## config.mk

```make
export PLATFORM = sky130hd
export DESIGN_NAME = rmq_isqrt
export DESIGN_NICKNAME = d
export VERILOG_FILES = /design/src/sv/rmq_isqrt.sv
export SDC_FILE = /design/constraint.sdc
export NUM_CORES = 2
export LEC_CHECK = 0
export BUFFER_PORTS_ARGS = -buffer_cell sky130_fd_sc_hd__buf_2
export CORE_MARGIN = 5
export CORE_UTILIZATION = 43
export CTS_CLUSTER_DIAMETER = 80
export CTS_CLUSTER_SIZE = 16
export DETAILED_ROUTE_END_ITERATION = 16
export PLACE_DENSITY = 0.64
export SYNTH_ARGS = -nofsm -noshare
export SYNTH_HDL_FRONTEND = slang
export SYNTH_SLANG_ARGS = --single-unit
```

## constraint.sdc

```tcl
create_clock -name clk -period 11 [get_ports clk]
set_input_delay 1.1 -clock clk [delete_from_list [all_inputs] [get_ports clk]]
set_output_delay 1.1 -clock clk [all_outputs]
set_load 0.01 [all_outputs]
```

## src/sv/rmq_isqrt.sv

```systemverilog
// Pipelined integer square root, one result bit per stage.
`timescale 1ns / 1ps
module rmq_isqrt #(
	parameter int W = 64
) (
	input  logic           clk,
	input  logic           en,
	input  logic [W-1:0]   rad,
	output logic [W/2-1:0] root
);
	localparam int RW = W / 2;

	logic [RW+1:0] rem_s  [RW+1];
	logic [RW-1:0] root_s [RW+1];
	logic [W-1:0]  val_s  [RW+1];

	assign rem_s[0]  = '0;
	assign root_s[0] = '0;
	assign val_s[0]  = rad;

	for (genvar k = 0; k < RW; k++) begin : g_step
		logic [RW+1:0] cur;
		logic [RW+1:0] trial;
		logic          ge;

		// The remainder never exceeds twice the partial root, so its low bits suffice.
		assign cur   = {rem_s[k][RW-1:0], val_s[k][W-1 -: 2]};
		assign trial = {root_s[k], 2'b01};
		assign ge    = (cur >= trial);

		always_ff @(posedge clk) begin
			if (en) begin
				rem_s[k+1]  <= ge ? (cur - trial) : cur;
				root_s[k+1] <= {root_s[k][RW-2:0], ge};
				val_s[k+1]  <= val_s[k] << 2;
			end
		end
	end

	assign root = root_s[RW];
endmodule

```

======== Word level (Yosys, flattened, before mapping) ========
Cells that the tools add are included.
storage, ports and cells
  input bits .............................. 66
  output and inout bits ................... 32
  register bits after elaboration ......... 2483
  logic and storage cells ................. 189
operators by class
  order comparisons ....................... 32
  mux-type cells .......................... 31
  $add $sub $neg .......................... 31
operator list
  cell              number
  $mux 32           30
  $ge 34x10->1      1
  $ge 34x11->1      1
  $ge 34x12->1      1
  $ge 34x13->1      1
  $ge 34x14->1      1
  $ge 34x15->1      1
  $ge 34x16->1      1
  $ge 34x17->1      1
  $ge 34x18->1      1
  $ge 34x19->1      1
  $ge 34x20->1      1
  $ge 34x21->1      1
  $ge 34x22->1      1
  $ge 34x23->1      1
  $ge 34x24->1      1
  $ge 34x25->1      1
  $ge 34x26->1      1
  $ge 34x27->1      1
  $ge 34x28->1      1
  $ge 34x29->1      1
  $ge 34x3->1       1
  $ge 34x30->1      1
  $ge 34x31->1      1
  41 further kinds  41

======== Depth between registers and ports, before layout ========
  depth after elaboration ................. 2
  depth in mapped cells ................... 15
  gate-level depth less buffers ........... 13

======== Worst setup path after synthesis ========
No wires, ideal clock.
  path kind ............................... reg-to-reg
  start point ............................. register rem_s (netlist bit g_step[30].cur[2])
  end point ............................... register rem_s (netlist bit g_step[31].cur[21]) (data pin)
  clock period less this slack ............ 3445 ps
  data arrival time ....................... 3183 ps
  stages on the path, launching flop included .. 11
  data required time ...................... 10738 ps
  slack ................................... 7555 ps
  setup time .............................. 262 ps
  path buffers ............................ 0
  cell sequence ........................... edfxtp_1 > ha_1 > nor2b_1 > o31a_1 > o31a_1 > or4_1 > a311o_1 > a221oi_2 > o21ai_1 > o21ai_4 > mux2_1
between the ends
  word-level cells in the longest chain between the ends .. 2
  elaborated cells between the ends (all ways) .. 3
  those cells by class .................... add/sub (1); order compare (1); mux (1)
RTL lines
  what                                                   RTL line  text
  start: declaration                                     13        logic [RW+1:0] rem_s [RW+1];
  start signal: indexed assignment                       33        rem_s[k+1] <= ge ? (cur - trial) : cur;
  $sub 32x32->32 / $ge 34x32->1 (equally long branches)  33, 29
  $mux 32 (*)                                            33
Every way passes the cells marked *; elsewhere a longest branch is shown, timed or not.
A chain may end at the register's enable or synchronous reset.

======== Worst setup path in the final report ========
Same ends and word-level chain as after synthesis.

==> summary.md <==
| Metric | Value |
|---|---|
| Status | `finished, final reports clean` |
| Post-DP HPWL | `around 160 mm` |
| Critical path's most frequent cell | `o31a_1` |
| Clock skew | `between 0.08 and 0.09 ns` |
| Clk_lat worst skew | `approximately 0.86 ns` |
| Final Hold Fails | `0` |
| Routed wire length | `roughly 220 mm` |
| Largest area contributor in the netlist | `edfxtp_1` |
| DRC Markers | `0` |
| Antenna-violating nets left | `0` |
| Maximum vdd drop | `about 0.17 mV` |
| Area contributors post-synth | `edfxtp_1 65%, ha_1 6.2%, xnor2_1 3.3%` |
| Delay-heaviest family, CP | `compound AO/OA/AOI/OAI gates` |
| Root Driver | `clkbuf_16` |
| Vias post-DR | `65,900` |
| Setup-failing EPs final | `0` |
| Post-CTS Resized | `0` |
| Clock slew at the register clock pins of the worst setup and hold paths | `approximately 0.070 ns` |
| DR iter-0 viols | `approximately 4,700` |
| Die area | `~0.28 mm2` |
| Hold-fix buffers at CTS | `0` |
| GP Congestion | `roughly 0.9` |
| Hold WC Path Type | `reg2reg` |
| Pwr Total | `around 24 mW` |
| Top-count cell post-synth | `edfxtp_1` |
| Antenna Cells | `0` |
| Worst-Margin Slew | `roughly 1.3 ns` |
| Yosys top cell area share | `0.6507` |
| Max-slew headroom | `0.1278` |
| CTS H-tree lvls | `4` |
| Routed wire per std cell | `between 15 and 20 um` |
| Setup Buffers After CTS | `0` |
| Netlist cell types | `92` |
| Fin Setup TNS | `0 ns` |
| First-pass GRT wire length | `about 360 mm` |
| Part of the cycle the worst path needs | `0.4148` |
| Ports | `98` |
| Fmax | `roughly 220 MHz` |
| Buffers plus inverters on the worst setup path | `1` |
| Arr. time, crit path | `just over 5 ns` |
| Max Buffers Root-to-Sink | `3` |
| Largest net degree at the start of global routing | `209` |
| Critical path's slowest cell | `o21ai_4` |
| CTS tree | `done` |
| Die height | `524.4 um` |
| Chip width | `524.4 um` |
| Post-Syn Nets | `a little over 9,000` |
| Cell row count | `approximately 190` |
| Number of flops mapped to enable cells by yosys | `between 2,000 and 2,500` |
| Post-synthesis sequential area ratio | `0.6507` |
| PwrDens | `between 150 and 200 mW/mm2` |
| 1st-pass router iterations | `6` |
| Initial antenna violation count | `0` |
| P_leak | `around 47 nW` |
| Synth Flop Type | `edfxtp_1` |
| Routed vias/inst | `~5.3` |
| RSZ-0062 raised after global routing | `no` |
| Crit path largest cell delay | `between 0.5 and 0.6 ns` |
| Initial Util | `0.4327` |
| Crit path cell chain | `ha_1 -> nor2b_1 -> o31a_1 -> o31a_1 -> or4_1 -> a311o_1 -> a221oi_2 -> o21ai_1 -> o21ai_4 -> buf_4 -> mux2_1` |
| P&R area growth vs syn | `8.750%` |
| Yosys reg bits | `2,466` |
| Crit start category | `flop` |
| Gr ovfl total | `0` |
| Post-synthesis cell area | `around 0.11 mm2` |
| MaxCap Viol Count | `0` |
| Area of the core | `~0.26 mm2` |
| Fin. max-slew vios | `0` |
| Clock sink total | `2,466` |
| Cells after synthesis | `a little under 9,000` |
| Vias in the first global route | `65,710` |
| Synthesized area per cell | `approximately 13 um2` |
| Crit Path Class | `reg2reg` |
| Layout cells sized above 1 | `0.05805` |
| CP Max Fanout | `slightly above 40` |
| Syn. warnings | `0` |
| I/O Buffers | `97` |
| Async SR Flop Fraction | `0` |
| Num CTS Buffers | `180` |
| Most frequent cells after synthesis | `2,466 x edfxtp_1, 710 x inv_1, 653 x nand2_1` |
| Min Tclk post-route | `4.563 ns` |
| Worst endpoint required time | `approximately 12 ns` |
| CP Capture Type | `flop` |
| Nets | `9,524` |
| Gr usage total | `0.1589` |
==> worst reg2reg max path, stage by stage (launching register included) <==
cell and delay, ns:
edfxtp_1 0.39, ha_1 0.37, nor2b_1 0.17, o31a_1 0.27, o31a_1 0.28, or4_1 0.52, a311o_1 0.37, a221oi_2 0.33
o21ai_1 0.20, o21ai_4 0.54, buf_4 0.51, mux2_1 0.36
==> per-layer routing <==
metal,global-route usage,routed length [um],vias to the layer above
met2,0.2799,112100,1190
met1,0.2056,97790,32030
met5,0,0,-
li1,-,-,32330
met4,0.04868,6538,0
met3,0.01912,7515,356
==> cells by family after synthesis <==
| family | synth area share |
|---|---|
| AO/OA/AOI/OAI | 0.09332 |
| XOR/XNOR | 0.06088 |
| adder cells (fa/ha/maj) | 0.06168 |
| buffers and inverters | 0.02901 |
| flip-flops | 0.6507 |
| multiplexers | 0.008367 |
| other | 0.00003295 |
| AND/OR/NAND/NOR | 0.09598 |
==> placed cells by master (no fill, tap or decap), types with 63 or more instances in the layout <==
master / n
nor2b_1: 74
o21a_1: 81
clkbuf_16: 182
o31ai_1: 63
nand2b_1: 113
nor2_1: 517
xor2_1: 362
ha_1: 561
nand3_1: 140
nor4_1: 92
buf_2: 96
a21o_1: 219
mux2_2: 72
or3_1: 82
nand2_1: 653
nand4_1: 90
inv_1: 710
xnor2_1: 429
a21oi_1: 493
o21ai_0: 470
edfxtp_1: 2466
nor3_1: 197
==> power by group <==
| group | switching (mW) | total [mW] | internal (mW) |
|---|---|---|---|
| registers | 0.793 | 12.7 | 11.9 |
| clock network | 3.17 | 6.20 | 3.03 |
| logic | 3.21 | 5.55 | 2.34 |
==> flip-flops by register name (all words and copies together) (netlist names) <==
name	cells
root	32
g_step.trial	496
val_s	930
g_step.cur	1008
==> layout make-up <==
cell class / count / area (um2)
fill: 23230 / 139200
sequential: 2466 / 74050
multi-input combinational: 5393 / 36550
clock buffer: 185 / 4566
tap: 3515 / 4398
inverter: 712 / 2673
timing repair buffer: 144 / 953.4
clock inverter: 40 / 564.3
==> final timing paths <==
kind	start	end	slack (ns)	cells after the start
worst min register to register	val_s[760]	val_s[698]	0.39	0
worst min-delay path	val_s[760]	val_s[698]	0.39	0
worst max register to register	g_step[30].cur[2]	g_step[31].cur[21]	6.44	11
worst max-delay path	g_step[30].cur[2]	g_step[31].cur[21]	6.44	11
==> per-stage QoR <==
stage               utilization  worst slack (ns)  cells  hold WS [ns]  instance area (um2)
CTS                      0.4706             6.451  12460        0.3075               123800
detailed placement       0.4511             6.461  12230        0.4045               118600
floorplan                     -             7.555   8730        0.4003               113800
finish                   0.4706             6.437  12460        0.3881               123800
global placement         0.4511             6.519  12230        0.4002               118600
global route             0.4706             6.169  12460        0.3373               123800
Note: power is estimated with default switching activity, not from simulation.
