[config.mk]
export PLATFORM = sky130hd
export DESIGN_NAME = rmq_div
export DESIGN_NICKNAME = d
export VERILOG_FILES = /design/src/sv/rmq_div.sv
export SDC_FILE = /design/constraint.sdc
export NUM_CORES = 2
export LEC_CHECK = 0
export ABC_CLOCK_PERIOD_IN_PS = 6500
export BUFFER_PORTS_ARGS = -buffer_cell sky130_fd_sc_hd__buf_2
export CORE_ASPECT_RATIO = 0.6
export CORE_MARGIN = 8
export CORE_UTILIZATION = 40
export DETAILED_ROUTE_END_ITERATION = 12
export PLACE_DENSITY = 0.55
export SYNTH_ARGS = -nofsm -noshare
export SYNTH_HDL_FRONTEND = slang
export SYNTH_SLANG_ARGS = --single-unit
export TNS_END_PERCENT = 10
[constraint.sdc]
create_clock -name clk -period 6.5 [get_ports clk]
set_input_delay 0.975 -clock clk [delete_from_list [all_inputs] [get_ports clk]]
set_output_delay 0.975 -clock clk [all_outputs]
set_load 0.1 [all_outputs]
[src/sv/rmq_div.sv]
// Pipelined restoring divider, one quotient bit per stage.
`timescale 1ns / 1ps
module rmq_div #(
	parameter int NW = 60,
	parameter int DW = 31,
	parameter int QW = 31
) (
	input  logic          clk,
	input  logic          en,
	input  logic [NW-1:0] num,
	input  logic [DW-1:0] den,
	output logic [QW-1:0] quo
);
	logic [DW-1:0] rem_s [QW+1];
	logic [DW-1:0] den_s [QW+1];
	logic [QW-1:0] quo_s [QW+1];
	logic [QW-1:0] low_s [QW+1];

	// The quotient fits QW bits, so the upper numerator bits are already below the divisor.
	assign rem_s[0] = DW'(num[NW-1:QW]);
	assign den_s[0] = den;
	assign quo_s[0] = '0;
	assign low_s[0] = num[QW-1:0];

	for (genvar k = 0; k < QW; k++) begin : g_step
		logic [DW:0] cur;
		logic        ge;

		assign cur = {rem_s[k], low_s[k][QW-1]};
		assign ge  = (cur >= {1'b0, den_s[k]});

		always_ff @(posedge clk) begin
			if (en) begin
				rem_s[k+1] <= ge ? DW'(cur - {1'b0, den_s[k]}) : cur[DW-1:0];
				den_s[k+1] <= den_s[k];
				quo_s[k+1] <= {quo_s[k][QW-2:0], ge};
				low_s[k+1] <= low_s[k] << 1;
			end
		end
	end

	assign quo = quo_s[QW];
endmodule

Yosys cells after proc, flatten, opt, wreduce, memory -nomap -nowiden:

Index checks and enable logic that the tools add are counted.

* bits in registers: 2821
* latch bits: 0
* RAM bits: 0
* bits in read-only memories: 0
* bits of input ports: 93
* output and inout port bits: 31
* memories: 0

* add/sub/neg operators: 30
* multipliers: 0
* div/mod/pow operators: 0
* magnitude comparators: 31
* eq/ne operators: 0
* shift operators: 0
* multiplexer cells: 30
* bitwise logic cells: 0
* reductions and logical operators: 0

Operators by type and width (count)
* greater-or-equal comparator 32 x 31 -> 1 bit: 30
* 2-to-1 mux 31 bit: 29
* subtractor 31 bit: 29
* greater-or-equal comparator 30 x 31 -> 1 bit: 1
* subtractor 30 x 31 -> 31 bit: 1
* 2-to-1 mux 30 bit: 1

Logic depth before layout (Yosys ltp):

* word-level depth: 2
* depth in mapped cells: 16
* gate-level depth less buffers: 14

Least setup slack after synthesis:

No wires, ideal clock.

* path type: in2reg
* from: in den[4]
* to: reg rem_s, in the netlist g_step[1].cur[24], data pin
* setup time: 260 ps
* arrival time: 3456 ps
* required time: 6240 ps
* setup slack: 2785 ps
* cell stages on the path: 13
* path through: inv_1 ha_1 nand3_1 a21oi_1 a211oi_1 a211oi_1 o2111ai_1 nand3_1 nand3b_1 o2bb2ai_1 o21ai_1 buf_2 mux2_2

* longest elaborated chain between the ends: 2
* elaborated cells between the ends (all ways): 3
* those cells by class: add/sub: 1; order compare: 1; mux: 1

Ends and longest elaborated chain
* start: declaration: line 11 `input logic [DW-1:0] den,`
* subtractor 30 x 31 -> 31 bit / greater-or-equal comparator 30 x 31 -> 1 bit (equally long branches): line 34, 30
* 2-to-1 mux 30 bit *: line 34 `rem_s[k+1] <= ge ? DW'(cur - {1'b0, den_s[k]}) : cur[DW-1:0];`
* end signal: indexed assignment: line 34
* end: declaration: line 14 `logic [DW-1:0] rem_s [QW+1];`

Mark *: on every way between the ends. The rest lies on a longest branch, timed or not.
A chain may end at the register's enable or synchronous reset.

Final worst setup path:

* from: reg den_s[124] in the netlist's numbering
* to: reg rem_s, in the netlist g_step[28].cur[20], data pin

* longest elaborated chain between the ends: 2
* elaborated cells between the ends (all ways): 3
* those cells by class: add/sub: 1; order compare: 1; mux: 1

Ends and longest elaborated chain
* start: declaration: line 15 `logic [DW-1:0] den_s [QW+1];`
* start signal: indexed assignment: line 35 `den_s[k+1] <= den_s[k];`
* subtractor 31 bit / greater-or-equal comparator 32 x 31 -> 1 bit (equally long branches): line 34, 30
* 2-to-1 mux 31 bit *: line 34

Marked as above.

==> impl_metrics.yaml <==
layout:
  final_cell_mix: "edfxtp_1 (2,821), inv_1 (1,199), a21oi_1 (981)"
  final-instance-count-excl-fill: 17300
  syn_to_final_growth_pct: 11.1
  nets: 13300
  layout-drive-gt1-share_pct: 8.09
  nFillCells: 32800
  layout_commonest_cell: "edfxtp_1"
timing:
  setup_viol: 0
  clock_skew_ps: 70.8
  worst_slack_ps: 1450
  rsz0062_at_grt: "no"
  fin_crit_sh_pct: 77.8
  worstMarginPinSlew_ps: 1210
  fin_crit_ps: 5050
  slew-limit-headroom_pct: 19.0
  slew_violations: 0
  hold_viol_final: 0
  finalSetupTns_ps: 0
  fmax_mhz: 198
logic_synthesis:
  async_reset_ff_share_pct: 0
  ys_seq_area_share_pct: 58.6
  synth_ff_type: "edfxtp_1"
  synth_cell_types: 102
  yosys_warnings: 0
  synth_fp_nets: 13100
  ys_ff_latch: 2821
  avgSynthCellArea_um2: 12.0
  synthesis.area_um2: 145000
  synth_edf_count: 2821
  syn_inst: 12000
pwr:
  p_per_area_nw_per_um2: 497
  p_sw_uw: 29800
  p_int_uw: 50000
  p_seq_share_pct: 36.3
  p_clk_share_pct: 21.2
  p_sw_share_pct: 37.3
  power.leakage_uw: 0.0641
  p_comb_share_pct: 42.5
  max-vdd-ir-drop_mv: 0.256
global_route:
  grt_usage_pct: 17.6
  grt_pass1_wl_um: 534000
  grt_pass1_vias: 89100
  antenna_found_initial: 6
  gr-total-overflow: 0
  grt_max_degree: 165
setup_path:
  crit_cells: 12
  reg2reg_depth: 12
  cp.arrival_ps: 5660
  start_kind: "register"
  cp.buffers_inverters: 0
  path_cells: "ha_1, fa_1, nor2b_1, o21ai_0, a21boi_0, o21ai_0, a21oi_1, o311ai_0, a31oi_1, o22ai_1, o21ai_4, mux2_2"
  cp.required_ps: 7100
  crit_top_cell: "o21ai_0"
  critPathKind: "reg -> reg"
  path_delay_family: "compound AO/OA/AOI/OAI gates"
  slowest_stage: "o21ai_4"
  path_max_fanout: 24
  critical-path-max-stage-delay_ps: 690
  crit_path_end_kind: "register"
placement:
  post-dp-hpwl_um: 253000
  globalplace.congestion: 0.926
  io_buffer_count: 123
  dpl.cell_count: 16800
  pre_cts_slack_ps: 1630
clock_tree:
  postCtsSetupBuffers: 0
  cts_resized: 0
  ctsHoldBuffers: 0
  clkSinkCount: 2821
  cts-root-buf: "clkbuf_16"
  numCtsBuffers: 298
  clk_pin_slew_worst_paths_ps: 60
  insertion_delay_ps: 910
  clockBufferDepth: 4
  htree_levels: 5
  cts_tree: "yes"
floorplan:
  start_util_pct: 40.1
  die_area_um2: 381000
  io_pins: 124
  die_y_um: 482
  rows: 171
  core_area_um2: 361000
  die_x_um: 792
detailed_routing:
  wl_um: 344000
  drt-initial-drc-count: 8647
  viasPerCell: 5.33
  ant_nets: 0
  wl_per_cell_um: 19.9
  drt_pass1_iterations: 6
  drc: 0
  vias: 92300
min_path:
  min_path_type: "in -> reg"
  hold_depth: 1
status:
  status: "completed"
run:
  max-cap-violations: 0
## synth_stat cells (all sizes together), types with 17 or more instances
library cell,count,area (um^2)
a21o,505,3790
a21oi,983,4930
nor3,116,581
nand2b,135,845
o31ai,64,485
a31o,28,245
o31a,21,184
nand4,147,920
nor4,26,163
and4,23,201
o21ai,838,4210
a21boi,39,297
a211oi,49,390
clkbuf,191,717
fa,30,601
and2,33,206
ha,960,12000
o211ai,39,298
inv,1199,4500
nand3,172,861
or3,34,213
edfxtp,2821,84700
a221o,17,170
xor2,330,2890
o2111ai,17,149
a211o,26,228
a2111oi,19,193
a41oi,18,165
and3,77,482
xnor2,461,4040
a31oi,101,638
o21a,112,841
nor2,643,2410
mux2i,22,220
nor2b,151,945
mux2,277,3120
or2,24,150
o21bai,116,871
buf,105,666
nand2,827,3100
## area by class of cell
| class | instances | area [um^2] | share of cell area, % |
|---|---|---|---|
| Antenna cell | 7 | 17.5 | 0.0109 |
| Clock buffer | 364 | 7880 | 4.90 |
| Clock inverter | 164 | 1600 | 0.995 |
| Inverter | 1199 | 4500 | 2.80 |
| Multi-Input combinational cell | 7684 | 54200 | 33.7 |
| Sequential cell | 2821 | 84700 | 52.7 |
| Tap cell | 4844 | 6060 | 3.77 |
| Timing Repair Buffer | 227 | 1670 | 1.04 |
## sequential cells by signal (all words and copies together) (netlist names)
signal	flops
den_s	930
g_step.cur	960
low_s	435
quo	31
quo_s	465
## routing by layer
metal  vias up  part of all wire, %  GRT usage [%]
met1     44800                   52           28.4
met4         0                  1.9           3.71
met3       439                  6.0           2.79
met2      2463                   40           24.4
met5         -                    0              0
li1      44500                    -              -
## path summary, 6_finish.rpt
| path | start | end | slack, ps |
|---|---|---|---|
| max | den_s[124] | g_step[28].cur[20] | 1450 |
| min | num[10] | low_s[941] | 250 |
| max reg2reg | den_s[124] | g_step[28].cur[20] | 1450 |
| min reg2reg | low_s[662] | low_s[632] | 370 |
## worst register-to-register path: stages (launching register included)
cell and delay [ps]:
edfxtp_1 410, ha_1 250, fa_1 410, nor2b_1 130, o21ai_0 110, a21boi_0 500, o21ai_0 290, a21oi_1 360
o311ai_0 240, a31oi_1 650, o22ai_1 300, o21ai_4 690, mux2_2 430
## through the flow
step / hold WS (ps) / utilization, % / cell area, um^2 / power (uW)
after floorplan: 400 / - / 145000 / 53300
after global placement: 400 / 41.9 / 151000 / 62300
after detailed placement: 405 / 41.9 / 151000 / 62700
after CTS: 140 / 44.5 / 161000 / 80300
after global routing: 171 / 44.5 / 161000 / 85400
final: 247 / 44.5 / 161000 / 79800
## cells by family after synthesis
family	synth area share, %
adder cells (fa/ha/maj)	8.73
AO/OA/AOI/OAI	13.5
AND/OR/NAND/NOR	7.98
flip-flops	58.6
XOR/XNOR	4.79
buffers and inverters	4.07
multiplexers	2.31
## power groups by stage
stage	combinational, uW	sequential [uW]	clock [uW]
after CTS	33600	29100	17600
after global placement	32900	29400	0
after global routing	37800	29400	18200
after floorplan	25600	27600	0
final	33900	29000	16900
after detailed placement	33400	29400	0
Power figures use the tool's default switching activity.
